[config.mk]
export PLATFORM = sky130hd
export DESIGN_NAME = timestamped_sample_store_nearest_top
export DESIGN_NICKNAME = d
export VERILOG_FILES = /design/src/tsn_pkg.sv /design/src/tsn_ctrl.sv /design/src/tsn_dp.sv /design/src/timestamped_sample_store_nearest_top.sv
export SDC_FILE = /design/constraint.sdc
export NUM_CORES = 1
export LEC_CHECK = 0
export ABC_AREA = 1
export BUFFER_PORTS_ARGS = -buffer_cell sky130_fd_sc_hd__buf_2
export CAP_MARGIN = 15
export CORE_AREA = 2 2 432 434
export CTS_BUF_LIST = sky130_fd_sc_hd__clkbuf_4 sky130_fd_sc_hd__clkbuf_8
export DETAILED_ROUTE_END_ITERATION = 8
export DIE_AREA = 0 0 434 436
export HOLD_SLACK_MARGIN = 0.02
export PLACE_DENSITY = 0.39
export SLEW_MARGIN = 0
export SYNTH_ARGS = -nofsm -noshare
export SYNTH_HDL_FRONTEND = slang
export SYNTH_HIERARCHICAL = 1
export SYNTH_SLANG_ARGS = --single-unit
[constraint.sdc]
create_clock -name clk -period 6.5 [get_ports clk]
set_input_delay 0.325 -clock clk [delete_from_list [all_inputs] [get_ports clk]]
set_output_delay 0.325 -clock clk [all_outputs]
set_load 0.01 [all_outputs]
[src/tsn_pkg.sv]
// Shared constants, types and command structs for the timestamped sample store.
`default_nettype none
package tsn_pkg;

  localparam int TABLE_DEPTH_DEF = 16;
  localparam int TICK_W          = 32;
  localparam int SAMPLE_W        = 8;
  localparam int OP_W            = 2;
  localparam int ST_W            = 2;
  localparam int DATA_W          = TICK_W + SAMPLE_W;

  typedef logic [TICK_W-1:0]          tick_t;
  typedef logic signed [SAMPLE_W-1:0] sample_t;
  typedef logic [OP_W-1:0]            op_t;
  typedef logic [ST_W-1:0]            status_t;

  localparam op_t OP_INSERT  = 2'd0;
  localparam op_t OP_NEAREST = 2'd1;
  localparam op_t OP_PRUNE   = 2'd2;
  localparam op_t OP_NEWEST  = 2'd3;

  localparam status_t ST_OK    = 2'd0;
  localparam status_t ST_EMPTY = 2'd1;
  localparam status_t ST_FAR   = 2'd2;
  localparam status_t ST_FULL  = 2'd3;

  typedef struct packed {
    logic start;
    logic read;
    logic calc;
    logic finish;
  } cmd_t;

  typedef struct packed {
    logic scan_last;
    logic out_free;
  } stat_t;

endpackage
`default_nettype wire

[src/tsn_ctrl.sv]
// Controller state machine that sequences the table scan of one request.
`default_nettype none
module tsn_ctrl
  import tsn_pkg::*;
(
  input  wire   clk,
  input  wire   rst_n,
  input  wire   in_tvalid,
  output logic  in_tready,
  input  stat_t stat,
  output cmd_t  cmd
);

  localparam logic [2:0] S_IDLE  = 3'd0;
  localparam logic [2:0] S_SCAN  = 3'd1;
  localparam logic [2:0] S_DRAIN = 3'd2;
  localparam logic [2:0] S_CALC  = 3'd3;
  localparam logic [2:0] S_DONE  = 3'd4;

  logic [2:0] state_r;
  logic [2:0] state_nxt;

  always_comb begin
    state_nxt  = state_r;
    cmd        = '0;
    in_tready  = 1'b0;
    unique case (state_r)
      S_IDLE: begin
        in_tready = 1'b1;
        if (in_tvalid) begin
          cmd.start = 1'b1;
          state_nxt = S_SCAN;
        end
      end
      S_SCAN: begin
        cmd.read = 1'b1;
        if (stat.scan_last) begin
          state_nxt = S_DRAIN;
        end
      end
      S_DRAIN: begin
        state_nxt = S_CALC;
      end
      S_CALC: begin
        cmd.calc  = 1'b1;
        state_nxt = S_DONE;
      end
      S_DONE: begin
        if (stat.out_free) begin
          cmd.finish = 1'b1;
          state_nxt  = S_IDLE;
        end
      end
      default: begin
        state_nxt = S_IDLE;
      end
    endcase
  end

  always_ff @(posedge clk) begin
    if (!rst_n) begin
      state_r <= S_IDLE;
    end else begin
      state_r <= state_nxt;
    end
  end

endmodule
`default_nettype wire

[src/tsn_dp.sv]
// Datapath: entry memory, valid bits, scan trackers, result register and limit register.
`default_nettype none
module tsn_dp
  import tsn_pkg::*;
#(
  parameter int TABLE_DEPTH = TABLE_DEPTH_DEF
) (
  input  wire               clk,
  input  wire               rst_n,
  input  cmd_t              cmd,
  output stat_t             stat,
  input  wire  [OP_W-1:0]   in_op,
  input  wire  [TICK_W-1:0] in_tick,
  input  wire  [SAMPLE_W-1:0] in_sample,
  input  wire               cfg_wr_en,
  input  wire  [TICK_W-1:0] cfg_wr_data,
  output logic              out_tvalid,
  input  wire               out_tready,
  output logic [DATA_W-1:0] out_tdata,
  output logic [ST_W-1:0]   out_tuser
);

  localparam int IDX_W = (TABLE_DEPTH > 1) ? $clog2(TABLE_DEPTH) : 1;
  typedef logic [IDX_W-1:0] idx_t;

  tick_t   mem_tick [TABLE_DEPTH];
  sample_t mem_sample [TABLE_DEPTH];
  logic [TABLE_DEPTH-1:0] valid_r;

  tick_t   max_dist_r;
  op_t     req_op_r;
  tick_t   req_tick_r;
  sample_t req_sample_r;

  idx_t    idx_r;
  logic    rd_pend_r;
  idx_t    rd_idx_r;
  logic    rd_valid_r;
  tick_t   rd_tick_r;
  sample_t rd_sample_r;

  logic    match_r;
  idx_t    match_idx_r;
  sample_t match_sample_r;
  logic    free_r;
  idx_t    free_idx_r;
  logic    exact_r;
  sample_t exact_sample_r;
  logic    lo_r;
  tick_t   lo_tick_r;
  sample_t lo_sample_r;
  logic    hi_r;
  tick_t   hi_tick_r;
  sample_t hi_sample_r;
  tick_t   d_lo_r;
  tick_t   d_hi_r;

  logic    out_valid_r;
  status_t out_status_r;
  tick_t   out_tick_r;
  sample_t out_sample_r;

  logic    ev;
  logic    ev_eq;
  logic    ev_lt;
  logic    ins_wr;
  idx_t    ins_idx;
  sample_t ins_sample;
  logic    lo_wins;
  logic    lo_far;
  logic    hi_far;
  status_t res_status;
  tick_t   res_tick;
  sample_t res_sample;

  assign stat.scan_last = (idx_r == idx_t'(TABLE_DEPTH - 1));
  assign stat.out_free  = !out_valid_r || out_tready;

  assign ev    = rd_pend_r && rd_valid_r;
  assign ev_eq = (rd_tick_r == req_tick_r);
  assign ev_lt = (rd_tick_r < req_tick_r);

  assign ins_sample = (match_r && (match_sample_r > req_sample_r)) ? match_sample_r
                                                                  : req_sample_r;
  assign ins_idx    = match_r ? match_idx_r : free_idx_r;
  assign ins_wr     = cmd.finish && (req_op_r == OP_INSERT) && (match_r || free_r);

  always_ff @(posedge clk) begin
    if (cmd.read) begin
      rd_tick_r   <= mem_tick[idx_r];
      rd_sample_r <= mem_sample[idx_r];
    end
  end

  always_ff @(posedge clk) begin
    if (ins_wr) begin
      mem_tick[ins_idx]   <= req_tick_r;
      mem_sample[ins_idx] <= ins_sample;
    end
  end

  always_ff @(posedge clk) begin
    if (!rst_n) begin
      valid_r    <= '0;
      max_dist_r <= '1;
      rd_pend_r  <= 1'b0;
      idx_r      <= '0;
    end else begin
      if (cfg_wr_en) begin
        max_dist_r <= cfg_wr_data;
      end
      rd_pend_r <= cmd.read;
      if (cmd.start) begin
        idx_r <= '0;
      end else if (cmd.read && !stat.scan_last) begin
        idx_r <= idx_r + idx_t'(1);
      end
      if (ev && (req_op_r == OP_PRUNE) && ev_lt) begin
        valid_r[rd_idx_r] <= 1'b0;
      end
      if (ins_wr) begin
        valid_r[ins_idx] <= 1'b1;
      end
    end
  end

  always_ff @(posedge clk) begin
    if (cmd.read) begin
      rd_idx_r   <= idx_r;
      rd_valid_r <= valid_r[idx_r];
    end
    if (cmd.start) begin
      req_op_r     <= in_op;
      req_tick_r   <= in_tick;
      req_sample_r <= in_sample;
      match_r      <= 1'b0;
      free_r       <= 1'b0;
      exact_r      <= 1'b0;
      lo_r         <= 1'b0;
      hi_r         <= 1'b0;
    end else if (rd_pend_r) begin
      if (!rd_valid_r && !free_r) begin
        free_r     <= 1'b1;
        free_idx_r <= rd_idx_r;
      end
      if (ev) begin
        if (ev_eq) begin
          match_r        <= 1'b1;
          match_idx_r    <= rd_idx_r;
          match_sample_r <= rd_sample_r;
          exact_r        <= 1'b1;
          exact_sample_r <= rd_sample_r;
        end
        if (req_op_r == OP_NEWEST) begin
          if (!lo_r || (rd_tick_r > lo_tick_r)) begin
            lo_r        <= 1'b1;
            lo_tick_r   <= rd_tick_r;
            lo_sample_r <= rd_sample_r;
          end
        end else if (ev_lt) begin
          if (!lo_r || (rd_tick_r > lo_tick_r)) begin
            lo_r        <= 1'b1;
            lo_tick_r   <= rd_tick_r;
            lo_sample_r <= rd_sample_r;
          end
        end else if (!ev_eq) begin
          if (!hi_r || (rd_tick_r < hi_tick_r)) begin
            hi_r        <= 1'b1;
            hi_tick_r   <= rd_tick_r;
            hi_sample_r <= rd_sample_r;
          end
        end
      end
    end
    if (cmd.calc) begin
      d_lo_r <= req_tick_r - lo_tick_r;
      d_hi_r <= hi_tick_r - req_tick_r;
    end
  end

  assign lo_wins = (d_lo_r <= d_hi_r);
  assign lo_far  = (d_lo_r > max_dist_r);
  assign hi_far  = (d_hi_r > max_dist_r);

  always_comb begin
    res_status = ST_OK;
    res_tick   = '0;
    res_sample = '0;
    unique case (req_op_r)
      OP_INSERT: begin
        res_tick = req_tick_r;
        if (match_r || free_r) begin
          res_sample = ins_sample;
        end else begin
          res_status = ST_FULL;
        end
      end
      OP_NEAREST: begin
        priority if (exact_r) begin
          res_tick   = req_tick_r;
          res_sample = exact_sample_r;
        end else if (!lo_r && !hi_r) begin
          res_status = ST_EMPTY;
        end else if (lo_r && (!hi_r || lo_wins)) begin
          res_tick   = lo_tick_r;
          res_sample = lo_sample_r;
          res_status = lo_far ? ST_FAR : ST_OK;
        end else begin
          res_tick   = hi_tick_r;
          res_sample = hi_sample_r;
          res_status = hi_far ? ST_FAR : ST_OK;
        end
      end
      OP_PRUNE: begin
        res_status = ST_OK;
      end
      OP_NEWEST: begin
        if (lo_r) begin
          res_tick   = lo_tick_r;
          res_sample = lo_sample_r;
        end else begin
          res_status = ST_EMPTY;
        end
      end
      default: begin
        res_status = ST_OK;
      end
    endcase
  end

  always_ff @(posedge clk) begin
    if (!rst_n) begin
      out_valid_r <= 1'b0;
    end else if (cmd.finish) begin
      out_valid_r <= 1'b1;
    end else if (out_tready) begin
      out_valid_r <= 1'b0;
    end
  end

  always_ff @(posedge clk) begin
    if (cmd.finish) begin
      out_status_r <= res_status;
      out_tick_r   <= res_tick;
      out_sample_r <= res_sample;
    end
  end

  assign out_tvalid = out_valid_r;
  assign out_tdata  = {out_sample_r, out_tick_r};
  assign out_tuser  = out_status_r;

endmodule
`default_nettype wire

[src/timestamped_sample_store_nearest_top.sv]
// Top level of the timestamped sample store with nearest lookup.
//
//   Channel   Direction  Payload
//   in_       slave      tuser: operation; tdata: tick, sample
//   out_      master     tuser: status; tdata: found_tick, found_sample
//   cfg_      write      max_distance
//
// Every request passes, from its acceptance to the next acceptance, through
// the idle state that accepts it, the scan that reads one table entry per
// cycle from the single-port entry memory, a drain state for the read
// latency and the states for the neighbor choice and the result load. Reset is
// synchronous and active low; it empties the table and sets max_distance to
// all ones. A result that waits on out_tready holds the block before its next
// result load.
`default_nettype none
module timestamped_sample_store_nearest_top
  import tsn_pkg::*;
#(
  parameter int TABLE_DEPTH = TABLE_DEPTH_DEF
) (
  input  wire                clk,
  input  wire                rst_n,
  input  wire                in_tvalid,
  output logic               in_tready,
  input  wire  [DATA_W-1:0]  in_tdata,   // tick [31:0], sample [39:32]
  input  wire  [OP_W-1:0]    in_tuser,   // operation [1:0]
  output logic               out_tvalid,
  input  wire                out_tready,
  output logic [DATA_W-1:0]  out_tdata,  // found_tick [31:0], found_sample [39:32]
  output logic [ST_W-1:0]    out_tuser,  // status [1:0]
  input  wire                cfg_wr_en,
  input  wire  [TICK_W-1:0]  cfg_wr_data
);

  cmd_t  cmd;
  stat_t stat;

  tsn_ctrl u_ctrl (
    .clk       (clk),
    .rst_n     (rst_n),
    .in_tvalid (in_tvalid),
    .in_tready (in_tready),
    .stat      (stat),
    .cmd       (cmd)
  );

  tsn_dp #(
    .TABLE_DEPTH (TABLE_DEPTH)
  ) u_dp (
    .clk         (clk),
    .rst_n       (rst_n),
    .cmd         (cmd),
    .stat        (stat),
    .in_op       (in_tuser),
    .in_tick     (in_tdata[TICK_W-1:0]),
    .in_sample   (in_tdata[DATA_W-1:TICK_W]),
    .cfg_wr_en   (cfg_wr_en),
    .cfg_wr_data (cfg_wr_data),
    .out_tvalid  (out_tvalid),
    .out_tready  (out_tready),
    .out_tdata   (out_tdata),
    .out_tuser   (out_tuser)
  );

endmodule
`default_nettype wire
==> results of run 1 <==
==> power by group through the flow <==
stage / clock network (W) / logic [W] / registers (W)
after floorplan: 0 / 0.00209 / 0.00779
after global placement: 0 / 0.00330 / 0.00793
after detailed placement: 0 / 0.00329 / 0.00794
after CTS: 0.00591 / 0.00338 / 0.00781
after global routing: 0.00615 / 0.00375 / 0.00784
final: 0.00569 / 0.00334 / 0.00781
==> through the flow <==
stage | area (sq um) | hold slack, ps | setup WS [ps]
final | 54500 | 150 | 1530
after global routing | 54500 | 79.7 | 1140
after CTS | 54500 | 20.7 | 1430
after detailed placement | 49800 | 466 | 1420
after global placement | 49700 | 459 | 1500
after floorplan | 45900 | 423 | 1170
==> layout by cell type, fill, tap and decap left out, types with 4 or more instances in the layout <==
cell type      synthesis  layout
clkbuf_4               0      63
clkbuf_8               0     175
or2_2                  4       4
bufinv_16              0       4
buf_12                 0       7
dlygate4sd3_1          0     136
nor2_4                 0      24
o21ai_1               18      18
inv_2                  2       6
o21a_1                11      11
o221ai_1               7       7
ha_1                 262     262
nand2_1              643     643
o211ai_1               9       9
diode_2                0       4
buf_2                 10     122
nand3_1              147     147
xnor2_1               15      15
nor4_1                 7       7
a31oi_1                6       6
and2_4                 7       7
inv_1                324     318
clkinvlp_4             0       7
clkinv_2               0      16
a211oi_1               4       4
a21oi_1              232     230
o22ai_1              165     165
clkinv_1               0      41
buf_4                  1      61
nor2_1               478     454
edfxtp_1             929     929
dfxtp_1               61      57
o21ai_0              441     441
xor2_1                38      38
nand4_1               89      89
nor3_1                24      23
o21bai_1               6       6
a22oi_1               17      17
a21o_1                12      12
==> flip-flops by register name (all words and copies together) (netlist names), 16 cells and up <==
name and cells:
u_dp/d_lo_r 32, u_dp/mem_tick 512, u_dp/mem_sample 128, u_dp/valid_r 16
u_dp/lo_tick_r 32, u_dp/out_tick_r 32, u_dp/req_tick_r 32, u_dp/rd_tick_r 32
u_dp/max_dist_r 32, u_dp/d_hi_r 32, u_dp/hi_tick_r 32
==> logic make-up after synthesis <==
kind of cell             after synthesis
AO/OA/AOI/OAI                        944
XOR/XNOR                              54
AND/OR/NAND/NOR                     1419
flip-flops                           990
adder cells (fa/ha/maj)              264
buffers and inverters                500
==> worst max-delay path, stage by stage, from the launching register on <==
cell and delay, ps:
edfxtp_1 950, inv_1 180, ha_1 370, nand4_1 140, nor3_1 480, nor4b_1 580, nand2_1 560, nand2_1 220
nand4_1 200, a21oi_4 620, buf_12 310
==> area by class of cell <==
class                           count  area, sq um
Antenna cell                        4         10.0
Clock buffer                      238         2880
Clock inverter                     74          472
Fill cell                       19192       130000
Inverter                          326         1230
Multi-Input combinational cell   2681        15100
Sequential cell                   990        29100
Tap cell                         2480         3100
Timing Repair Buffer              327         2600
==> timing repair <==
action                    in CTS  in global routing
hold buffers                 136                  0
gates resized for setup        0                  0
hold endpoints to repair      88                  0
==> final timing paths <==
check,to,slack [ps],cells past startpoint
setup / recovery,u_dp/hi_sample_r[6],1530,10
hold / removal,u_dp/req_tick_r[5],150,2
setup reg to reg,u_dp/hi_sample_r[6],1530,10
hold reg to reg,u_dp/free_r,470,2
==> routing by layer <==
layer	track usage, %	vias up	part of all wire [%]
met5	0	-	0
met3	2.61	245	3.5
met1	20.1	16329	44
li1	-	15620	-
met2	28.3	697	50
met4	5.55	0	3.3
==> results.py, run 1 <==
metrics = {
    "run_status": {
        "status": "finished, final reports clean",
    },
    "floorplanning": {
        "die_w_um": 434,
        "die_height_um": 436,
        "floorplan.io_pins": 123,
        "floorplan_die_area_sq_um": 189000,
        "fp-row-count": 158,
        "starting_utilization_of_the_core_area_pct": 24.9,
        "core_area_sq_um": 185000,
    },
    "setup_path": {
        "critical_path.reg2reg.startpoint": "u_dp/req_tick_r[31]",
        "timing.critical_path.from": "u_dp/req_tick_r[31]",
        "worstSetupStartpointType": "register",
        "crit_path_end_kind": "register",
        "worstPathRequired_ps": 7070,
        "crit_arrival_ps": 5540,
        "crit_path_max_fanout": 24,
        "timing_worst_setup_path_type": "reg2reg",
    },
    "synthesis": {
        "synth.area.top_cells": "edfxtp_1 61%, ha_1 7.1%, nand2_1 5.3%",
        "yosysSeqAreaShare_pct": 63.4,
        "syn-instance-count": 4171,
        "synthesis.area_sq_um": 45900,
        "synth_top_family_by_area": "simple AND/OR/NAND/NOR gates",
        "ys.warnings.count": 6,
        "synth_top_area_share_pct": 60.8,
        "synth_adder_area_share_pct": 7.23,
        "ys_async_sr_fraction_pct": 0,
        "synthXorXnorAreaFrac_pct": 1.05,
        "nets_in_the_synthesized_netlist": 4514,
        "synth_area_per_cell_sq_um": 11.0,
        "synth.cells.most_frequent": "929 x edfxtp_1, 643 x nand2_1, 478 x nor2_1, 441 x o21ai_0, 324 x inv_1",
        "ys_dominant_reg_cell": "edfxtp_1",
        "synthesized_area_fraction_occupied_by_ao_oa_aoi_and_oai_cells_pct": 11.3,
        "synth_enable_flop_cells": 929,
        "synth.mux.area_fraction_pct": 0,
        "post_synth_and_or_nand_nor_area_fraction_pct": 12.9,
        "synth_most_common_cell": "edfxtp_1",
        "netlist.top_cell.by_area": "edfxtp_1",
        "synth-seq-cells": 990,
        "ys_types": 54,
    },
    "power": {
        "vdd_ir_drop_max_mv": 0.221,
        "seq_power_share_pct": 46.4,
        "ratio_of_total_power_to_cell_area_nw_per_um2": 309,
        "power_frac_comb_pct": 19.8,
        "power.static_leakage_nw": 20.3,
        "switching_power_w": 0.00533,
        "p_sw_share_pct": 31.7,
        "power_report.internal_total_w": 0.0115,
        "clockPowerShare_pct": 33.8,
        "report.power.total_w": 0.0168,
    },
    "global_route": {
        "antenna_found_initial": 4,
        "grt_max_degree": 201,
        "globalRoute.totalOverflow": 0,
        "via_count_of_the_first_global_routing_pass": 33502,
        "grt_pass1_wl_um": 226000,
        "grt_use_total_pct": 16.2,
    },
    "final_layout": {
        "fraction_of_final_layout_cells_with_drive_strength_greater_than_1_pct": 11.4,
        "synthToLayoutAreaGrowth_pct": 18.7,
        "fin_nets": 4840,
        "final_core_util_pct": 29.5,
        "finish.cell_count_without_fillers": 7120,
    },
    "clock_network": {
        "tritoncts": "yes",
        "cts.htree.levels": 4,
        "postCtsSetupBuffers": 0,
        "clock_tree.buffer_depth": 3,
        "numCtsBuffers": 171,
        "clkSinkCount": 990,
        "worst_skew_pair_latency_ps": 920,
        "worst_setup_hold_path_clk_slew_ps": 60,
        "clock_tree.root_cell": "clkbuf_8",
    },
    "hold_path": {
        "hold_class": "in2reg",
        "source_of_the_worst_hold_timing_path": "in_tdata[5]",
    },
    "route": {
        "post_drt_wl_per_cell_um": 21.8,
        "vias_per_cell": 4.62,
        "total_via_count_after_detailed_routing": 32891,
        "drt-pass1-iter-count": 7,
        "route.final.wire_length_um": 155000,
        "drc": 0,
        "drt_iter0_drc": 1963,
        "drtAntennaViolNets": 0,
    },
    "sta": {
        "fin_crit_sh_pct": 76.4,
        "max_freq_mhz": 201,
        "max_slew.worst_pin.slew_ps": 1100,
        "setup_violations": 0,
        "slew_violations": 0,
        "final_period_minus_worst_setup_slack_ps": 4970,
        "grt_setup_unrepaired": "no",
        "final_hold_violating_endpoints": 0,
        "slew_headroom_pct": 26.3,
        "clock-skew-final_ps": 50.0,
        "setup-tns-final_ps": 0,
    },
    "place": {
        "dp_hpwl_um": 97400,
        "gp_congestion": 0.882,
        "buffer_ports.inserted": 122,
        "cell_count_after_placement": 6668,
    },
    "flow_run": {
        "drv.max_cap_violation_count": 0,
    },
}
Note: power is estimated with default switching activity, not from simulation.
==> run 2: changes to the inputs <==
PLACE_DENSITY = 0.4   (was 0.39)
clock period = 4.05 ns   (was 6.5 ns; I/O delays follow)
==> results.py, run 2 (synthesis gave the netlist of run 1 again) <==
metrics = {
    "final_layout": {
        "layout.cells.most_common_list": "929 x edfxtp_1, 643 x nand2_1, 454 x nor2_1",
        "largest_register_ffs": 512,
        "fin_nets": 4943,
        "reg_top3": "u_dp/mem_tick: 512 flops, u_dp/mem_sample: 128 flops",
        "synthToLayoutAreaGrowth_pct": 21.2,
        "mostFrequentLayoutCell": "edfxtp_1",
        "largest_register_by_flop_count": "u_dp/mem_tick",
        "finish.cell_count_without_fillers": 7223,
        "fraction_of_final_layout_cells_with_drive_strength_greater_than_1_pct": 12.2,
    },
    "floorplanning": {
        "core_area_sq_um": 185000,
        "floorplan_die_area_sq_um": 189000,
        "starting_utilization_of_the_core_area_pct": 24.9,
        "fp-row-count": 158,
        "die_w_um": 434,
        "floorplan.io_pins": 123,
        "die_height_um": 436,
    },
    "sta": {
        "setup_violations": 0,
        "clock-skew-final_ps": 50.1,
        "hold-worst-slack_ps": 128,
        "max_freq_mhz": 277,
        "final_period_minus_worst_setup_slack_ps": 3600,
        "grt_setup_unrepaired": "no",
        "final_hold_violating_endpoints": 0,
        "max_slew.worst_pin.slew_ps": 1100,
        "slew_violations": 0,
        "slew_headroom_pct": 26.3,
        "setup_ws_ps": 446,
        "fin_crit_sh_pct": 89.0,
    },
    "place": {
        "cell_count_after_placement": 6715,
        "gp_congestion": 0.889,
        "place_ws_ps": 438,
        "buffer_ports.inserted": 122,
        "dp_hpwl_um": 105000,
    },
    "setup_path": {
        "crit_path_end_kind": "register",
        "regToRegEndpoint": "u_dp/d_hi_r[20]",
        "critical_path.reg2reg.startpoint": "u_dp/req_tick_r[5]",
        "crit_arrival_ps": 4250,
        "worstSetupStartpointType": "register",
        "timing.critical_path.from": "u_dp/req_tick_r[5]",
        "r2r.worst_path.cells": 10,
        "worstPathRequired_ps": 4700,
        "crit_path_max_fanout": 19,
        "timing_worst_setup_path_type": "reg2reg",
        "setup.worst_path.end": "u_dp/d_hi_r[20]",
        "setup.reg_to_reg.worst_slack_ps": 450,
    },
    "power": {
        "power_report.internal_total_w": 0.0186,
        "report.power.total_w": 0.0272,
        "vdd_ir_drop_max_mv": 0.346,
        "clockPowerShare_pct": 33.7,
        "p_sw_share_pct": 31.5,
        "power.static_leakage_nw": 20.8,
        "seq_power_share_pct": 45.5,
        "switching_power_w": 0.00858,
        "ratio_of_total_power_to_cell_area_nw_per_um2": 489,
        "power_frac_comb_pct": 20.8,
    },
    "route": {
        "total_via_count_after_detailed_routing": 33487,
        "drt-pass1-iter-count": 7,
        "route.final.wire_length_um": 159000,
        "vias_per_cell": 4.64,
        "post_drt_wl_per_cell_um": 22.1,
        "drc": 0,
        "drtAntennaViolNets": 0,
        "drt_iter0_drc": 2103,
    },
    "clock_network": {
        "postCtsHoldBufs": 191,
        "cts.htree.levels": 4,
        "clock_tree.root_cell": "clkbuf_8",
        "worst_skew_pair_latency_ps": 920,
        "worst_setup_hold_path_clk_slew_ps": 60,
        "clkSinkCount": 990,
        "tritoncts": "yes",
        "postCtsSetupBuffers": 0,
        "clock_tree.buffer_depth": 3,
        "post_cts_resized": 0,
        "numCtsBuffers": 172,
    },
    "run_status": {
        "status": "finished, final reports clean",
    },
    "global_route": {
        "via_count_of_the_first_global_routing_pass": 33839,
        "grt_use_total_pct": 16.6,
        "globalRoute.totalOverflow": 0,
        "antenna_found_initial": 6,
        "grt_pass1_wl_um": 231000,
        "grt_max_degree": 122,
    },
    "hold_path": {
        "source_of_the_worst_hold_timing_path": "in_tdata[30]",
        "hold_class": "in2reg",
    },
    "flow_run": {
        "drv.max_cap_violation_count": 0,
    },
}
## run 2: cell types whose count changed in the layout (fill, tap and decap cells not counted), sizes merged
cell         previous run  this run
clkinv                 58        54
dlygate4sd3           136       191
clkinvlp                7         8
buf                   191       238
inv                   331       330
clkbuf                238       240
diode                   4         7
## run 2: power groups by stage
stage	clock [W]	sequential (W)	combinational, W
floorplan	0	0.0125	0.00336
global placement	0	0.0126	0.00553
detailed placement	0	0.0126	0.00552
CTS	0.00949	0.0124	0.00569
global route	0.00987	0.0124	0.00630
finish	0.00916	0.0124	0.00565
## run 2: how the worst min path moves through the flow
stage                                 to  slack (ps)  depth (start not counted)
global route         u_dp/req_tick_r[30]          50                          2
global placement    u_dp/req_sample_r[6]         380                          1
detailed placement  u_dp/req_sample_r[2]         380                          1
CTS                  u_dp/req_tick_r[30]          30                          2
finish               u_dp/req_tick_r[30]         130                          2
floorplan                 u_dp/rd_pend_r         300                          2
## run 2: layer usage
| layer | up-vias | wire (um) | track usage (%) |
|---|---|---|---|
| li1 | 15835 | - | - |
| met1 | 16596 | 68100 | 20.5 |
| met2 | 787 | 79900 | 29.4 |
| met3 | 267 | 6200 | 2.46 |
| met4 | 2 | 5010 | 5.75 |
| met5 | - | 15 | 0 |
## run 2: through the flow
stage                     TNS [ps]  util, %  cell area (sq um)
final                            0     30.1              55600
after global routing             0     30.1              55600
after CTS                        0     30.1              55600
after detailed placement         0     27.3              50300
after global placement           0     27.3              50300
after floorplan            -147590        -              45900
## run 2: area by class of cell
| cell class | count | area [sq um] |
|---|---|---|
| tap | 2480 | 3100 |
| clock buffer | 240 | 2910 |
| timing repair buffer | 429 | 3680 |
| clock inverter | 70 | 460 |
| fill | 19067 | 129000 |
| antenna | 7 | 17.5 |
| multi-input combinational | 2681 | 15100 |
| sequential | 990 | 29100 |
| inverter | 326 | 1240 |
## run 2: critical path, stage by stage (launching register included)
cell and delay, ps:
edfxtp_1 820, inv_1 210, ha_1 420, a21o_1 200, a21oi_1 540, o21ai_2 210, a21oi_1 410, o21ai_1 210
a21o_1 200, nand2_1 50, nand2_1 60
==> run 3: changes to the inputs <==
==> constraint.sdc (replaced) <==
create_clock -name clk -period 4.05 [get_ports clk]
set_input_delay 0.81 -clock clk [delete_from_list [all_inputs] [get_ports clk]]
set_output_delay 0.81 -clock clk [all_outputs]
set_load 0.01 [all_outputs]
==> results.py, run 3 (synthesis gave the netlist of run 1 again) <==
metrics = {
    "route": {
        "drtAntennaViolNets": 0,
        "post_drt_wl_per_cell_um": 22.3,
        "drt-pass1-iter-count": 5,
        "drt_iter0_drc": 2340,
        "route.final.wire_length_um": 158000,
        "drc": 0,
        "vias_per_cell": 4.64,
        "total_via_count_after_detailed_routing": 32904,
    },
    "final_layout": {
        "fraction_of_final_layout_cells_with_drive_strength_greater_than_1_pct": 12.7,
        "largest_register_ffs": 512,
        "synthToLayoutAreaGrowth_pct": 18.0,
        "finish.cell_count_without_fillers": 7093,
        "mostFrequentLayoutCell": "edfxtp_1",
        "layout.cells.most_common_list": "929 x edfxtp_1, 643 x nand2_1, 454 x nor2_1",
        "fin_nets": 4808,
        "largest_register_by_flop_count": "u_dp/mem_tick",
        "reg_top3": "u_dp/mem_tick: 512 flops, u_dp/mem_sample: 128 flops",
        "post-route-cell-area_sq_um": 54200,
    },
    "sta": {
        "hold-worst-slack_ps": 159,
        "final_hold_violating_endpoints": 0,
        "fin_crit_sh_pct": 85.2,
        "slew_violations": 0,
        "grt_setup_unrepaired": "no",
        "slew_headroom_pct": 20.5,
        "max_slew.worst_pin.slew_ps": 1190,
        "max_freq_mhz": 290,
        "clock-skew-final_ps": 43.6,
        "setup_violations": 0,
        "final_period_minus_worst_setup_slack_ps": 3450,
    },
    "power": {
        "ratio_of_total_power_to_cell_area_nw_per_um2": 500,
        "vdd_ir_drop_max_mv": 0.320,
        "power.static_leakage_nw": 20.2,
        "report.power.total_w": 0.0271,
    },
    "floorplanning": {
        "die_w_um": 434,
        "starting_utilization_of_the_core_area_pct": 24.9,
        "fp-row-count": 158,
        "die_height_um": 436,
        "floorplan.io_pins": 123,
        "floorplan_die_area_sq_um": 189000,
        "core_area_sq_um": 185000,
    },
    "global_route": {
        "use_met3_pct": 2.79,
        "grt_use_total_pct": 16.6,
        "grt_pass1_wl_um": 229000,
        "globalRoute.busiestLayer": "met2",
        "globalRoute.totalOverflow": 0,
        "grt_max_degree": 109,
        "antenna_found_initial": 8,
        "groute.layer.met1.usage_pct": 20.5,
        "via_count_of_the_first_global_routing_pass": 33145,
        "grt_use_met2_pct": 29.3,
    },
    "clock_network": {
        "cts.htree.levels": 4,
        "numCtsBuffers": 177,
        "clock_tree.root_cell": "clkbuf_8",
        "tritoncts": "yes",
        "clock_tree.buffer_depth": 3,
        "clkSinkCount": 990,
        "post_cts_resized": 0,
        "postCtsSetupBuffers": 0,
        "worst_setup_hold_path_clk_slew_ps": 60,
        "worst_skew_pair_latency_ps": 900,
    },
    "setup_path": {
        "worst_path_max_delay_cell": "edfxtp_1",
        "worstPathRequired_ps": 4590,
        "path_cells": "inv_1 -> ha_1 -> a21oi_1 -> o21ai_0 -> o21ai_0 -> nand3_1 -> nand2_1 -> nand2_1 -> nand4_1 -> a21oi_4 -> buf_12",
        "crit_path_max_fanout": 40,
        "critPathMaxStageDelay_ps": 850,
        "crit_family": "flip-flops",
        "crit_path_end_kind": "register",
        "timing_worst_setup_path_type": "reg2reg",
        "crit_arrival_ps": 3990,
        "crit_buf_inv": 2,
        "worstSetupStartpointType": "register",
    },
    "place": {
        "gp_congestion": 0.887,
        "cell_count_after_placement": 6717,
        "buffer_ports.inserted": 122,
        "dp_hpwl_um": 103000,
        "place_area_sq_um": 50300,
    },
    "run_status": {
        "status": "finished, final reports clean",
    },
    "flow_run": {
        "drv.max_cap_violation_count": 0,
    },
    "hold_path": {
        "hold_class": "in2reg",
    },
}
[run 3: changes by cell type in the layout (fill, tap and decap cells not counted), moves of 3 or more]
| cell | change |
|---|---|
| clkinvlp_4 | -4 |
| clkinv_2 | +4 |
| clkbuf_8 | +6 |
| bufinv_16 | -3 |
| buf_12 | -6 |
| dlygate4sd3_1 | -142 |
| clkinv_1 | +8 |
| buf_4 | +8 |
| diode_2 | -3 |
[run 3: timing repair]
action                                 4_1_cts  5_1_grt
endpoints found under the hold margin       49        0
setup endpoints to repair                    0        0
hold buffers                                49        0
[run 3: worst reg2reg max path: stages (launching register included)]
cell,delay [ps]
edfxtp_1,850
inv_1,230
ha_1,360
a21oi_1,60
o21ai_0,430
o21ai_0,170
nand3_1,100
nand2_1,100
nand2_1,130
nand4_1,170
a21oi_4,180
buf_12,310
[run 3: worst paths after layout]
path / from / to / slack (ps) / cells after the start
worst max-delay path: u_dp/req_tick_r[5] / u_dp/hi_tick_r[30] / 600 / 11
worst min-delay path: in_tdata[16] / u_dp/req_tick_r[16] / 160 / 1
worst max register to register: u_dp/req_tick_r[5] / u_dp/hi_tick_r[30] / 600 / 11
worst min register to register: u_dp/rd_sample_r[4] / u_dp/exact_sample_r[4] / 480 / 0
[run 3: power by group]
part	switching [W]	leakage, nW	internal (W)
Combinational	0.00390	9.52	0.00166
Sequential	0.000387	8.91	0.0120
Clock	0.00429	1.81	0.00484
[run 3: metal layers]
layer	vias to the layer above	wire, um
met3	214	6090
met4	2	3820
met5	-	13
met1	16435	68400
met2	688	79800
li1	15565	-
[run 3: cell type report]
class / instances / area [sq um]
Inverter: 326 / 1240
Timing Repair Buffer: 289 / 2200
Multi-Input combinational cell: 2681 / 15100
Tap cell: 2480 / 3100
Fill cell: 19237 / 130000
Clock inverter: 76 / 392
Antenna cell: 4 / 10.0
Sequential cell: 990 / 29100
Clock buffer: 247 / 3000
[run 3: through the flow]
stage | setup TNS (ps) | utilization (%) | setup slack (ps)
after floorplan | -411250 | - | -633
after CTS | 0 | 29.3 | 601
after global placement | 0 | 27.2 | 551
final | 0 | 29.3 | 600
after detailed placement | 0 | 27.2 | 599
after global routing | 0 | 29.3 | 420
